$ cat src/rdc_pkg.sv
// Package for the radix digit converter: sizes, types and the digit alphabet.
`default_nettype none
package rdc_pkg;

    // Digits produced per item and depth of the digit stack
    localparam int DIGITS      = 32;
    localparam int STACK_DEPTH = 32;
    // Digits that survive the stack: pushes beyond the depth are dropped
    localparam int PRODUCED    = (DIGITS < STACK_DEPTH) ? DIGITS : STACK_DEPTH;
    localparam int IDX_W       = (STACK_DEPTH > 1) ? $clog2(STACK_DEPTH) : 1;

    localparam int KIND_W      = 2;
    localparam int NUM_W       = 31;
    localparam int DIGIT_W     = 6;
    localparam int CHAR_W      = 7;

    // Radix select codes
    localparam logic [KIND_W-1:0] KIND_BIN = 2'd0;
    localparam logic [KIND_W-1:0] KIND_OCT = 2'd1;
    localparam logic [KIND_W-1:0] KIND_HEX = 2'd2;
    localparam logic [KIND_W-1:0] KIND_B36 = 2'd3;

    // Reciprocal of 9 scaled by 2^33, rounded up; exact for dividends below 2^29
    localparam int             RECIP_SHIFT = 33;
    localparam logic [29:0]    RECIP9      = 30'd954437177;

    typedef enum logic [2:0] {
        S_IDLE,
        S_DIV,
        S_PUSH,
        S_READ,
        S_EMIT
    } t_state;

    // Commands from the controller to the datapath
    typedef struct packed {
        logic load;     // capture a new item, clear the digit count
        logic div;      // register the quotient of the working value
        logic push;     // store the remainder, advance the working value
        logic set_top;  // point the pop index at the top of the stack
        logic emit;     // load the output register, step the pop index down
    } t_dp_cmd;

    // Status from the datapath to the controller
    typedef struct packed {
        logic cnt_last;  // the digit being pushed is the final one
        logic idx_zero;  // the pop index is at the bottom of the stack
        logic out_free;  // the output register can take a new character
    } t_dp_status;

    // Map a digit value 0..35 to its ASCII code
    function automatic logic [CHAR_W-1:0] to_ascii(input logic [DIGIT_W-1:0] d);
        logic [CHAR_W-1:0] r;
        if (d < DIGIT_W'(10)) begin
            r = CHAR_W'(48) + CHAR_W'(d);
        end else begin
            r = CHAR_W'(55) + CHAR_W'(d);
        end
        return r;
    endfunction

endpackage
`default_nettype wire

$ cat src/rdc_dp.sv
// Datapath: divide step, digit stack memory, pop index and output register.
`default_nettype none
module rdc_dp (
    input  wire logic                          i_clk,
    input  wire logic                          i_rst_n,
    input  wire rdc_pkg::t_dp_cmd              i_cmd,
    output rdc_pkg::t_dp_status                o_status,
    input  wire logic [rdc_pkg::KIND_W-1:0]    i_kind,
    input  wire logic [rdc_pkg::NUM_W-1:0]     i_number,
    input  wire logic                          i_stall,
    output logic                               o_valid,
    output logic [rdc_pkg::CHAR_W-1:0]         o_digit_char,
    output logic                               o_last
);

    logic [rdc_pkg::KIND_W-1:0]  r_kind;
    logic [rdc_pkg::NUM_W-1:0]   r_n;
    logic [rdc_pkg::NUM_W-1:0]   r_q;
    logic [rdc_pkg::IDX_W-1:0]   r_cnt;
    logic [rdc_pkg::IDX_W-1:0]   r_idx;
    logic [rdc_pkg::IDX_W-1:0]   n_idx;
    logic [rdc_pkg::DIGIT_W-1:0] r_rd_data;
    logic                        r_valid;
    logic [rdc_pkg::CHAR_W-1:0]  r_char;
    logic                        r_last;

    logic [rdc_pkg::DIGIT_W-1:0] mem [rdc_pkg::STACK_DEPTH];

    logic [58:0]                 w_prod;
    logic [rdc_pkg::NUM_W-1:0]   n_q;
    logic [rdc_pkg::NUM_W-1:0]   w_qr;
    logic [rdc_pkg::NUM_W-1:0]   w_rem;

    // Divide by 36 as (n / 4) / 9 through the scaled reciprocal
    assign w_prod = 59'(r_n[rdc_pkg::NUM_W-1:2]) * 59'(rdc_pkg::RECIP9);

    // Select the quotient for the radix
    always_comb begin
        case (r_kind)
            rdc_pkg::KIND_BIN: n_q = r_n >> 1;
            rdc_pkg::KIND_OCT: n_q = r_n >> 3;
            rdc_pkg::KIND_HEX: n_q = r_n >> 4;
            default:           n_q = rdc_pkg::NUM_W'(w_prod[58:rdc_pkg::RECIP_SHIFT]);
        endcase
    end

    // Rebuild quotient times radix with shifts, take the remainder
    always_comb begin
        case (r_kind)
            rdc_pkg::KIND_BIN: w_qr = r_q << 1;
            rdc_pkg::KIND_OCT: w_qr = r_q << 3;
            rdc_pkg::KIND_HEX: w_qr = r_q << 4;
            default:           w_qr = (r_q << 5) + (r_q << 2);
        endcase
        w_rem = r_n - w_qr;
    end

    // Hold item, quotient and push count
    always_ff @(posedge i_clk) begin
        if (i_cmd.load) begin
            r_kind <= i_kind;
            r_n    <= i_number;
        end else if (i_cmd.push) begin
            r_n    <= r_q;
        end
        if (i_cmd.div) begin
            r_q <= n_q;
        end
    end

    always_ff @(posedge i_clk) begin
        if (!i_rst_n) begin
            r_cnt <= '0;
        end else if (i_cmd.load) begin
            r_cnt <= '0;
        end else if (i_cmd.push) begin
            r_cnt <= r_cnt + 1'b1;
        end
    end

    // Pop index
    always_comb begin
        n_idx = r_idx;
        if (i_cmd.set_top) begin
            n_idx = rdc_pkg::IDX_W'(rdc_pkg::PRODUCED - 1);
        end else if (i_cmd.emit) begin
            n_idx = r_idx - 1'b1;
        end
    end

    always_ff @(posedge i_clk) begin
        if (!i_rst_n) begin
            r_idx <= '0;
        end else begin
            r_idx <= n_idx;
        end
    end

    // Digit stack: write on push, registered read at the pop index
    always_ff @(posedge i_clk) begin
        if (i_cmd.push) begin
            mem[r_cnt] <= w_rem[rdc_pkg::DIGIT_W-1:0];
        end
        r_rd_data <= mem[n_idx];
    end

    // Output register
    always_ff @(posedge i_clk) begin
        if (!i_rst_n) begin
            r_valid <= 1'b0;
        end else if (i_cmd.emit) begin
            r_valid <= 1'b1;
        end else if (!i_stall) begin
            r_valid <= 1'b0;
        end
    end

    always_ff @(posedge i_clk) begin
        if (i_cmd.emit) begin
            r_char <= rdc_pkg::to_ascii(r_rd_data);
            r_last <= (r_idx == '0);
        end
    end

    assign o_status.cnt_last = (r_cnt == rdc_pkg::IDX_W'(rdc_pkg::PRODUCED - 1));
    assign o_status.idx_zero = (r_idx == '0);
    assign o_status.out_free = !r_valid || !i_stall;

    assign o_valid      = r_valid;
    assign o_digit_char = r_char;
    assign o_last       = r_last;

endmodule
`default_nettype wire

$ cat src/rdc_ctrl.sv
// Controller: sequences divide, push, stack read and character transfer.
`default_nettype none
module rdc_ctrl (
    input  wire logic                 i_clk,
    input  wire logic                 i_rst_n,
    input  wire logic                 i_valid,
    output logic                      o_stall,
    input  wire rdc_pkg::t_dp_status  i_status,
    output rdc_pkg::t_dp_cmd          o_cmd
);

    rdc_pkg::t_state r_state;
    rdc_pkg::t_state n_state;

    always_ff @(posedge i_clk) begin
        if (!i_rst_n) begin
            r_state <= rdc_pkg::S_IDLE;
        end else begin
            r_state <= n_state;
        end
    end

    // Next state
    always_comb begin
        n_state = r_state;
        unique case (r_state)
            rdc_pkg::S_IDLE: begin
                if (i_valid) n_state = rdc_pkg::S_DIV;
            end
            rdc_pkg::S_DIV: begin
                n_state = rdc_pkg::S_PUSH;
            end
            rdc_pkg::S_PUSH: begin
                n_state = i_status.cnt_last ? rdc_pkg::S_READ : rdc_pkg::S_DIV;
            end
            rdc_pkg::S_READ: begin
                n_state = rdc_pkg::S_EMIT;
            end
            rdc_pkg::S_EMIT: begin
                if (i_status.out_free && i_status.idx_zero) n_state = rdc_pkg::S_IDLE;
            end
            default: n_state = rdc_pkg::S_IDLE;
        endcase
    end

    // Outputs
    always_comb begin
        o_cmd   = '0;
        o_stall = 1'b1;
        unique case (r_state)
            rdc_pkg::S_IDLE: begin
                o_stall    = 1'b0;
                o_cmd.load = i_valid;
            end
            rdc_pkg::S_DIV: begin
                o_cmd.div = 1'b1;
            end
            rdc_pkg::S_PUSH: begin
                o_cmd.push    = 1'b1;
                o_cmd.set_top = i_status.cnt_last;
            end
            rdc_pkg::S_READ: begin
                o_cmd = '0;
            end
            rdc_pkg::S_EMIT: begin
                o_cmd.emit = i_status.out_free;
            end
            default: o_cmd = '0;
        endcase
    end

endmodule
`default_nettype wire

$ cat src/radix_digit_converter_top.sv
// Top level of the radix digit converter: controller plus datapath.
// Sequence: each digit passes the divide state and then the push state; after the
// last push, one stack read state and the output load offer the first character.
// A new item is taken only in idle, once every character of the last one is sent;
// characters are drained one a cycle while the output is not stalled.
// Reset: synchronous, active low; returns to idle and drops the output valid.
`default_nettype none
module radix_digit_converter_top (
    input  wire logic                          i_clk,
    input  wire logic                          i_rst_n,
    input  wire logic                          i_valid,
    output logic                               o_stall,
    input  wire logic [rdc_pkg::KIND_W-1:0]    i_kind,
    input  wire logic [rdc_pkg::NUM_W-1:0]     i_number,
    output logic                               o_valid,
    input  wire logic                          i_stall,
    output logic [rdc_pkg::CHAR_W-1:0]         o_digit_char,
    output logic                               o_last
);

    rdc_pkg::t_dp_cmd    w_cmd;
    rdc_pkg::t_dp_status w_status;

    rdc_ctrl u_ctrl (
        .i_clk    (i_clk),
        .i_rst_n  (i_rst_n),
        .i_valid  (i_valid),
        .o_stall  (o_stall),
        .i_status (w_status),
        .o_cmd    (w_cmd)
    );

    rdc_dp u_dp (
        .i_clk        (i_clk),
        .i_rst_n      (i_rst_n),
        .i_cmd        (w_cmd),
        .o_status     (w_status),
        .i_kind       (i_kind),
        .i_number     (i_number),
        .i_stall      (i_stall),
        .o_valid      (o_valid),
        .o_digit_char (o_digit_char),
        .o_last       (o_last)
    );

endmodule
`default_nettype wire
$ cat config.mk
export PLATFORM = sky130hd
export DESIGN_NAME = radix_digit_converter_top
export DESIGN_NICKNAME = d
export VERILOG_FILES = /design/src/rdc_pkg.sv /design/src/rdc_dp.sv /design/src/rdc_ctrl.sv /design/src/radix_digit_converter_top.sv
export SDC_FILE = /design/constraint.sdc
export NUM_CORES = 1
export LEC_CHECK = 0
export BUFFER_PORTS_ARGS = -buffer_cell sky130_fd_sc_hd__buf_2
export CORE_MARGIN = 5
export CORE_UTILIZATION = 60
export CTS_CLUSTER_SIZE = 24
export DETAILED_ROUTE_END_ITERATION = 7
export GPL_TIMING_DRIVEN = 0
export PLACE_DENSITY_LB_ADDON = 0.2
export SYNTH_ARGS = -nofsm -noshare
export SYNTH_HDL_FRONTEND = slang
export SYNTH_SLANG_ARGS = --single-unit
$ cat constraint.sdc
create_clock -name i_clk -period 14.3 [get_ports i_clk]
set_input_delay 1.43 -clock i_clk [delete_from_list [all_inputs] [get_ports i_clk]]
set_output_delay 1.43 -clock i_clk [all_outputs]
set_load 0.03 [all_outputs]
==> impl_metrics.env <==
export IMPL_firstDrtPassIters=7
export IMPL_yosys_most_used_dff="edfxtp_1"
export IMPL_die_width_um=208.2
export IMPL_post_route_period_util=0.5756
export IMPL_fp_coreArea_um2=38740
export IMPL_cpMostUsedCell="fa_1"
export IMPL_grt_pass1_wl_um=89570
export IMPL_ant_nets=0
export IMPL_grt_use_total=0.2677
export IMPL_num_rows=72
export IMPL_crit_fanout=9
export IMPL_synth_seq_cells=283
export IMPL_hpwl_um=47680
export IMPL_numCtsBuffers=27
export IMPL_yosys_area_top_type_share=0.3350
export IMPL_die_area_um2=43350
export IMPL_slew_headroom=0.1892
export IMPL_required_ns=14.58
export IMPL_critPathCaptureType="register"
export IMPL_hold_path_depth=1
export IMPL_hp_class="reg2reg"
export IMPL_cts_buffer_depth=3
export IMPL_path_cells="fa_1 -> ha_1 -> fa_1 -> inv_1 -> fa_1 -> fa_1 -> fa_1 -> inv_1 -> fa_1 -> inv_1 -> fa_1 -> inv_1 -> ha_1 -> and2_1 -> nand2_1 -> nor3_1 -> a21oi_1 -> o31a_1 -> o21ai_0 -> a21oi_1 -> o31a_1 -> xnor2_1 -> mux4_2"
export IMPL_gp_congestion=1.008
export IMPL_yosys_area_top_type="edfxtp_1"
export IMPL_post_cts_resized=0
export IMPL_worstMarginPinSlew_ns=1.216
export IMPL_grt_pass1_vias=15983
export IMPL_syn_area_um2=23570
export IMPL_worstPathArrival_ns=8.51
export IMPL_tritoncts="done"
export IMPL_drt_initial_drc_count=933
export IMPL_drive_gt1_frac=0.08494
export IMPL_vias=15255
export IMPL_rsz0062_at_grt="no"
export IMPL_ys_async_sr_fraction=0
export IMPL_worstSetupPathType="reg2reg"
export IMPL_cts_setup_buffers=0
export IMPL_hold_violations=0
export IMPL_cts_root_buf="clkbuf_16"
export IMPL_grt_max_degree=33
export IMPL_slew_violations=0
export IMPL_synth_cells=2030
export IMPL_wirelength_um=57800
export IMPL_n_antenna_cell=0
export IMPL_worstSetupPathDepth=23
export IMPL_wire_per_inst_um=21.82
export IMPL_clkLatencyLatePin_ns=0.54
export IMPL_fin_nets=2665
export IMPL_ys_warnings_count=0
export IMPL_max_stage_delay_ns=0.66
export IMPL_cp_top_family="adder cells"
export IMPL_yosysSeqAreaShare=0.3520
export IMPL_synthToLayoutAreaGrowth_pct=7.702
export IMPL_h_tree_depth=1
export IMPL_cts_num_sinks=283
export IMPL_hold_buffers=0
export IMPL_maxCapViolCount=0
export IMPL_n_fill_cell=2995
export IMPL_cp_slowest_cell="o21ai_0"
export IMPL_timing_fmax_ghz=0.1215
export IMPL_start_kind="register"
export IMPL_outcome="complete, no violations"
export IMPL_clk_pin_slew_ns=0.06
export IMPL_synth_cell_type_count=75
export IMPL_skew_ns=0.01647
export IMPL_syn_num_nets=2583
export IMPL_synth_edf_count=263
export IMPL_finalCriticalPeriod_ns=8.231
export IMPL_drc_errors=0
export IMPL_setup_viol=0
export IMPL_grt_remaining_overflow=0
export IMPL_start_util=0.6085
export IMPL_vias_per_cell=5.759
export IMPL_syn_area_per_cell_um2=11.61
export IMPL_portBuffers=46
export IMPL_yosys_top_cells_area="edfxtp_1 34%, fa_1 19%, ha_1 15%"
export IMPL_die_h_um=208.2
export IMPL_setup_tns_ns=0
export IMPL_path_buf_inv=4
export IMPL_antenna_found_initial=0
export IMPL_rr_worst_depth=23
export IMPL_ios=47
-- cell usage after synthesis, types with 11 or more instances --
cell,instances
fa_1,224
inv_1,382
a31oi_1,33
nand3_1,20
xor2_1,16
buf_1,12
and2_1,56
dfxtp_1,20
edfxtp_1,263
nand4_1,11
ha_1,292
nor2_1,71
o21ai_0,26
mux2i_1,14
clkbuf_1,41
mux2_2,31
xnor2_1,31
a311oi_1,26
a211oi_1,66
a21oi_1,72
nand2_1,149
mux4_2,28
a21o_1,32
-- kinds of logic (layout without fill, tap and decap cells) --
family / Yosys count / in the layout / synth area share
adders and majority gates: 516 / 516 / 0.3452
buffers and inverters: 450 / 551 / 0.07660
and+or+nand+nor: 354 / 354 / 0.07134
AOI/OAI and AO/OA: 307 / 307 / 0.08982
DFF: 283 / 283 / 0.3520
muxes: 73 / 73 / 0.04751
xor gates and xnor gates: 47 / 47 / 0.01746
-- cells in the final DEF, fill, tap and decap left out, types with 16 or more instances in the layout --
cell	n
clkbuf_16	28
o21ai_0	26
inv_1	382
a211oi_1	66
clkbuf_1	52
mux2_2	31
edfxtp_1	263
mux4_2	28
a21o_1	32
nor2_1	71
xor2_1	16
buf_2	48
fa_1	224
dfxtp_1	20
a311oi_1	26
nand2_1	149
xnor2_1	28
nand3_1	20
a21oi_1	72
a31oi_1	33
and2_1	56
ha_1	292
-- path summary, 6_finish.rpt --
path / slack, ns / from / end
setup / recovery: 6.07 / u_dp.r_n[13]$_DFFE_PP_ / u_dp.r_q[20]$_DFFE_PP_
hold / removal: 0.54 / u_dp.r_q[25]$_DFFE_PP_ / u_dp.r_n[25]$_DFFE_PP_
setup reg to reg: 6.07 / u_dp.r_n[13]$_DFFE_PP_ / u_dp.r_q[20]$_DFFE_PP_
hold reg to reg: 0.54 / u_dp.r_q[25]$_DFFE_PP_ / u_dp.r_n[25]$_DFFE_PP_
-- through the flow --
step / util / instances / instance area [um^2] / worst slack [ns] / hold WS, ns
after CTS: 0.6554 / 2649 / 25390 / 6.126 / 0.5463
after global routing: 0.6554 / 2649 / 25390 / 5.768 / 0.5628
after global placement: 0.6312 / 2594 / 24450 / 6.192 / 0.4934
after detailed placement: 0.6346 / 2601 / 24580 / 6.158 / 0.5358
final: 0.6554 / 2649 / 25390 / 6.069 / 0.5411
after floorplan: - / 2030 / 23570 / 7.315 / 0.4929
-- sequential cells by signal, summed over array words and instances, names as in the netlist --
signal             cells
u_dp.r_kind            2
u_dp.r_idx             5
u_dp.o_digit_char      7
u_dp.o_valid           1
u_dp.mem             192
u_ctrl.r_state         3
u_dp.r_cnt             5
u_dp.r_n              31
u_dp.o_last            1
u_dp.r_rd_data         6
u_dp.r_q              30
-- routing by layer --
layer,vias to the layer above,routed length [um],share of wire,track usage
li1,7124,-,-,-
met1,7561,22340,0.39,0.3371
met2,446,29440,0.51,0.4677
met3,124,3459,0.060,0.04248
met4,0,2567,0.044,0.1044
met5,-,0,0,0
-- area by class of cell --
cell class              count  area [um^2]  area share
repair buffers             53        336.6     0.01326
plain buffers              67        367.9     0.01449
clock buffers              41        769.5     0.03031
multi-input cells        1297        13500      0.5316
flip-flops and latches    283         8298      0.3269
clock inverters             7        33.78    0.001331
inverters                 383         1438     0.05663
well taps                 518        648.1     0.02553
Power is not shown: default switching activity piles up to over one toggle a cycle in this logic, so the estimate is an artifact.
